[src/hdl/lzwc_byte_cell.sv]
`timescale 1ns / 1ps
`default_nettype none
// ---------------------------------------------------------------------------
// lzwc_byte_cell: one byte of the packing chain
// holds a byte and its end mark, shifts toward the output on demand
// ---------------------------------------------------------------------------
module lzwc_byte_cell (
   input  wire logic       clock,
   input  wire logic       shift,       // take neighbour's contents
   input  wire logic [7:0] nb_byte,
   input  wire logic       nb_mark,
   input  wire logic       load,        // or-in new bits (after shift)
   input  wire logic [7:0] load_bits,
   input  wire logic       set_mark,
   input  wire logic       clear,
   output logic      [7:0] byte_q,
   output logic            mark_q
);
   logic [7:0] byte_ff, byte_in;
   logic       mark_ff, mark_in;

   always_comb begin
      byte_in = shift ? nb_byte : byte_ff;
      mark_in = shift ? nb_mark : mark_ff;
      if (clear) begin
         byte_in = '0;
         mark_in = 1'b0;
      end
      if (load) byte_in = byte_in | load_bits;
      if (set_mark) mark_in = 1'b1;
   end

   always_ff @(posedge clock) begin
      byte_ff <= byte_in;
      mark_ff <= mark_in;
   end

   assign byte_q = byte_ff;
   assign mark_q = mark_ff;
endmodule
`default_nettype wire

[config.mk]
export PLATFORM = sky130hd
export DESIGN_NAME = lzwc_byte_cell
export DESIGN_NICKNAME = d
export VERILOG_FILES = /design/src/hdl/lzwc_byte_cell.sv
export SDC_FILE = /design/constraint.sdc
export NUM_CORES = 1
export LEC_CHECK = 0
export ABC_AREA = 1
export BUFFER_PORTS_ARGS = -buffer_cell sky130_fd_sc_hd__buf_4
export CAP_MARGIN = 20
export CORE_AREA = 3 3 40 42
export CTS_CLUSTER_SIZE = 25
export DETAILED_ROUTE_END_ITERATION = 8
export DIE_AREA = 0 0 43 45
export PLACE_DENSITY = 0.67
export SYNTH_ARGS = -nofsm -noshare
export SYNTH_HDL_FRONTEND = slang
export SYNTH_SLANG_ARGS = --single-unit
[constraint.sdc]
create_clock -name clock -period 1 [get_ports clock]
set_input_delay 0.1 -clock clock [delete_from_list [all_inputs] [get_ports clock]]
set_output_delay 0.1 -clock clock [all_outputs]
set_load 0.05 [all_outputs]
==> impl_metrics.csv <==
group,metric,value,unit
run_status,status,"finished, final reports clean",
global_route,grt_pass1_vias,425,
critical_path,end_kind,"primary output",
floorplanning,core-area,0.00128,mm²
sta,hold_viol,0,
detailed_routing,drt-wirelength-per-cell,9.73,µm
sta,tns,0,ns
critical_path,slowest_delay,0.35,ns
sta,fin_crit,0.913,ns
place,routabilityCongestion,0.740,
clock_tree,clock_latency,0.26,ns
clock_tree,clkSlewWorstSetupHoldPaths,0.06,ns
floorplanning,die-area,0.00194,mm²
global_route,overflow,0,
sta,drv_slew,0,
synth,syn_nets,94,
synth,yosysSeqAreaShare,0.402,
critical_path,cp_num_buf_inv,1,
floorplanning,initial_utilization,0.349,
synth,syn-cell-area,448,µm²
clock_tree,cts_tree,"built",
clock_tree,post_cts_buffers,0,
critical_path,cp_slowest_cell,"dfxtp_1",
clock_tree,root_buffer,"clkbuf_4",
clock_tree,cts_made_buffers,3,
pwr,totalPowerFinal,0.00103,W
critical_path,crit_fanout,2,
critical_path,crit_required,0.90,ns
synth,syn_area_per_cell,6.22,µm²
pwr,total_leakage_power,0.430,nW
detailed_routing,ant_nets,0,
critical_path,path_class,"flip-flop to primary output",
cells_and_area,nets,127,
global_route,antenna_found_initial,0,
synth,yosys.area.top_type,"dfxtp_1",
sta,fmax,1100,MHz
sta,tightestPinTransition,0.174,ns
floorplanning,rows,13,
sta,rsz0062_at_grt,"no",
clock_tree,clock_path_buffers,2,
floorplanning,fp.dieH,45,µm
detailed_routing,viasPerCell,4.17,
cells_and_area,syn2layout_area_growth,57.0,%
floorplanning,die_x,43,µm
hold_path,hold_class,"input pin to flip-flop",
floorplanning,io_pins,31,
critical_path,worst_setup_path_start_kind,"flip-flop",
sta,slew_headroom,0.884,
pwr,powerDensity,1470,mW/mm²
synth,synthDistinctLibCells,10,
sta,finalSetupViolations,0,
synth,ys_ff_latch,9,
clock_tree,cts_resized,0,
place,portBuffers,30,
sta,fin_skew,0,ns
detailed_routing,drc,0,
synth,synth_top_area_share,0.402,
clock_tree,cts_hold_buf,0,
place,place_hpwl,887,µm
cells_and_area,drive_gt1_frac,0.404,
detailed_routing,drt_first_iter_violations,2,
detailed_routing,routed_wl,1160,µm
synth,netlist_instances,72,
critical_path,cp_cell_sequence,"buf_4",
synth,synth_area_leaders,"dfxtp_1 40%, nand2_1 26%, nand3_1 11%",
sta,finalCritPeriodShare,0.913,
detailed_routing,dr.pass1.iters,2,
critical_path,critical_path.top_delay_family,"flip-flops",
global_route,grt_max_degree,11,
synth,synth_warnings,0,
pwr,max-vdd-ir-drop,0.000791,V
cells_and_area,diodes,0,
global_route,track_usage,0.126,
detailed_routing,vias,496,
global_route,grt_pass1_wl,1760,µm
run,maxCapViolCount,0,
clock_tree,cts.sinks,9,
critical_path,arrival,0.81,ns
clock_tree,htreeDepth,1,
[cells in the mapped netlist]
library cell,instances
nand2_1,31
inv_1,10
nand3_1,10
dfxtp_1,9
inv_2,7
buf_1,1
buf_6,1
inv_6,1
nand2_2,1
nand3b_1,1
[per-stage QoR]
step / util / cells / hold slack, ns / instance area [µm²] / worst slack, ns
global route: 0.547 / 119 / 0.0162 / 703 / 0.0464
CTS: 0.547 / 119 / 0.0137 / 703 / 0.0729
finish: 0.547 / 119 / 0.0215 / 703 / 0.0870
floorplan: - / 72 / 0.206 / 448 / 0.0716
detailed placement: 0.527 / 115 / 0.294 / 677 / 0.350
global placement: 0.527 / 115 / 0.290 / 677 / 0.356
[power by group]
| group | internal [W] | total [W] | switching, W | leakage [nW] |
|---|---|---|---|---|
| clock | 0.000154 | 0.000283 | 0.000129 | 0.0150 |
| combinational | 0.000130 | 0.000333 | 0.000203 | 0.339 |
| sequential | 0.000394 | 0.000414 | 0.0000207 | 0.0759 |
[path summary, 6_finish.rpt]
path / startpoint / end / slack [ns] / cells past startpoint
max: byte_q[2]$_DFF_P_ / byte_q[2] / 0.09 / 1
min: set_mark / mark_q$_SDFFE_PP1P_ / 0.02 / 2
max reg2reg: byte_q[5]$_DFF_P_ / byte_q[5]$_DFF_P_ / 0.38 / 4
min reg2reg: mark_q$_SDFFE_PP1P_ / mark_q$_SDFFE_PP1P_ / 0.50 / 2
[per-layer routing]
layer,share of wire,vias up,global-route usage
met1,0.43,203,0.161
met3,0.090,2,0.0438
met2,0.46,20,0.177
met5,0,-,0
met4,0.018,0,0.0904
li1,-,271,-
[area by class of cell]
type                       count  area (µm²)
inverter                      18        72.6
clock buffer                   4        26.3
timing repair buffer          30         225
tap                           15        18.8
sequential                     9         180
multi-input combinational     43         180
fill                         151         582
[registers in the layout (all words and copies together) (netlist names)]
signal and count:
byte_q 8, mark_q 1
[worst reg2reg max path, stage by stage, from the launching register on]
cell and delay [ns]:
dfxtp_1 0.31, inv_1 0.06, nand2_2 0.04, nand3_1 0.05, nand2_1 0.05
[cells in the final DEF, fill, tap and decap left out, drive strengths merged]
| cell | count |
|---|---|
| buf | 30 |
| clkbuf | 4 |
| dfxtp | 9 |
| inv | 18 |
| nand2 | 32 |
| nand3 | 10 |
| nand3b | 1 |
[kinds of logic after synthesis]
logic type | after synthesis | synth area share
simple gates | 43 | 0.402
buf+inv | 20 | 0.196
flops | 9 | 0.402
(Power assumes the default switching activity.)
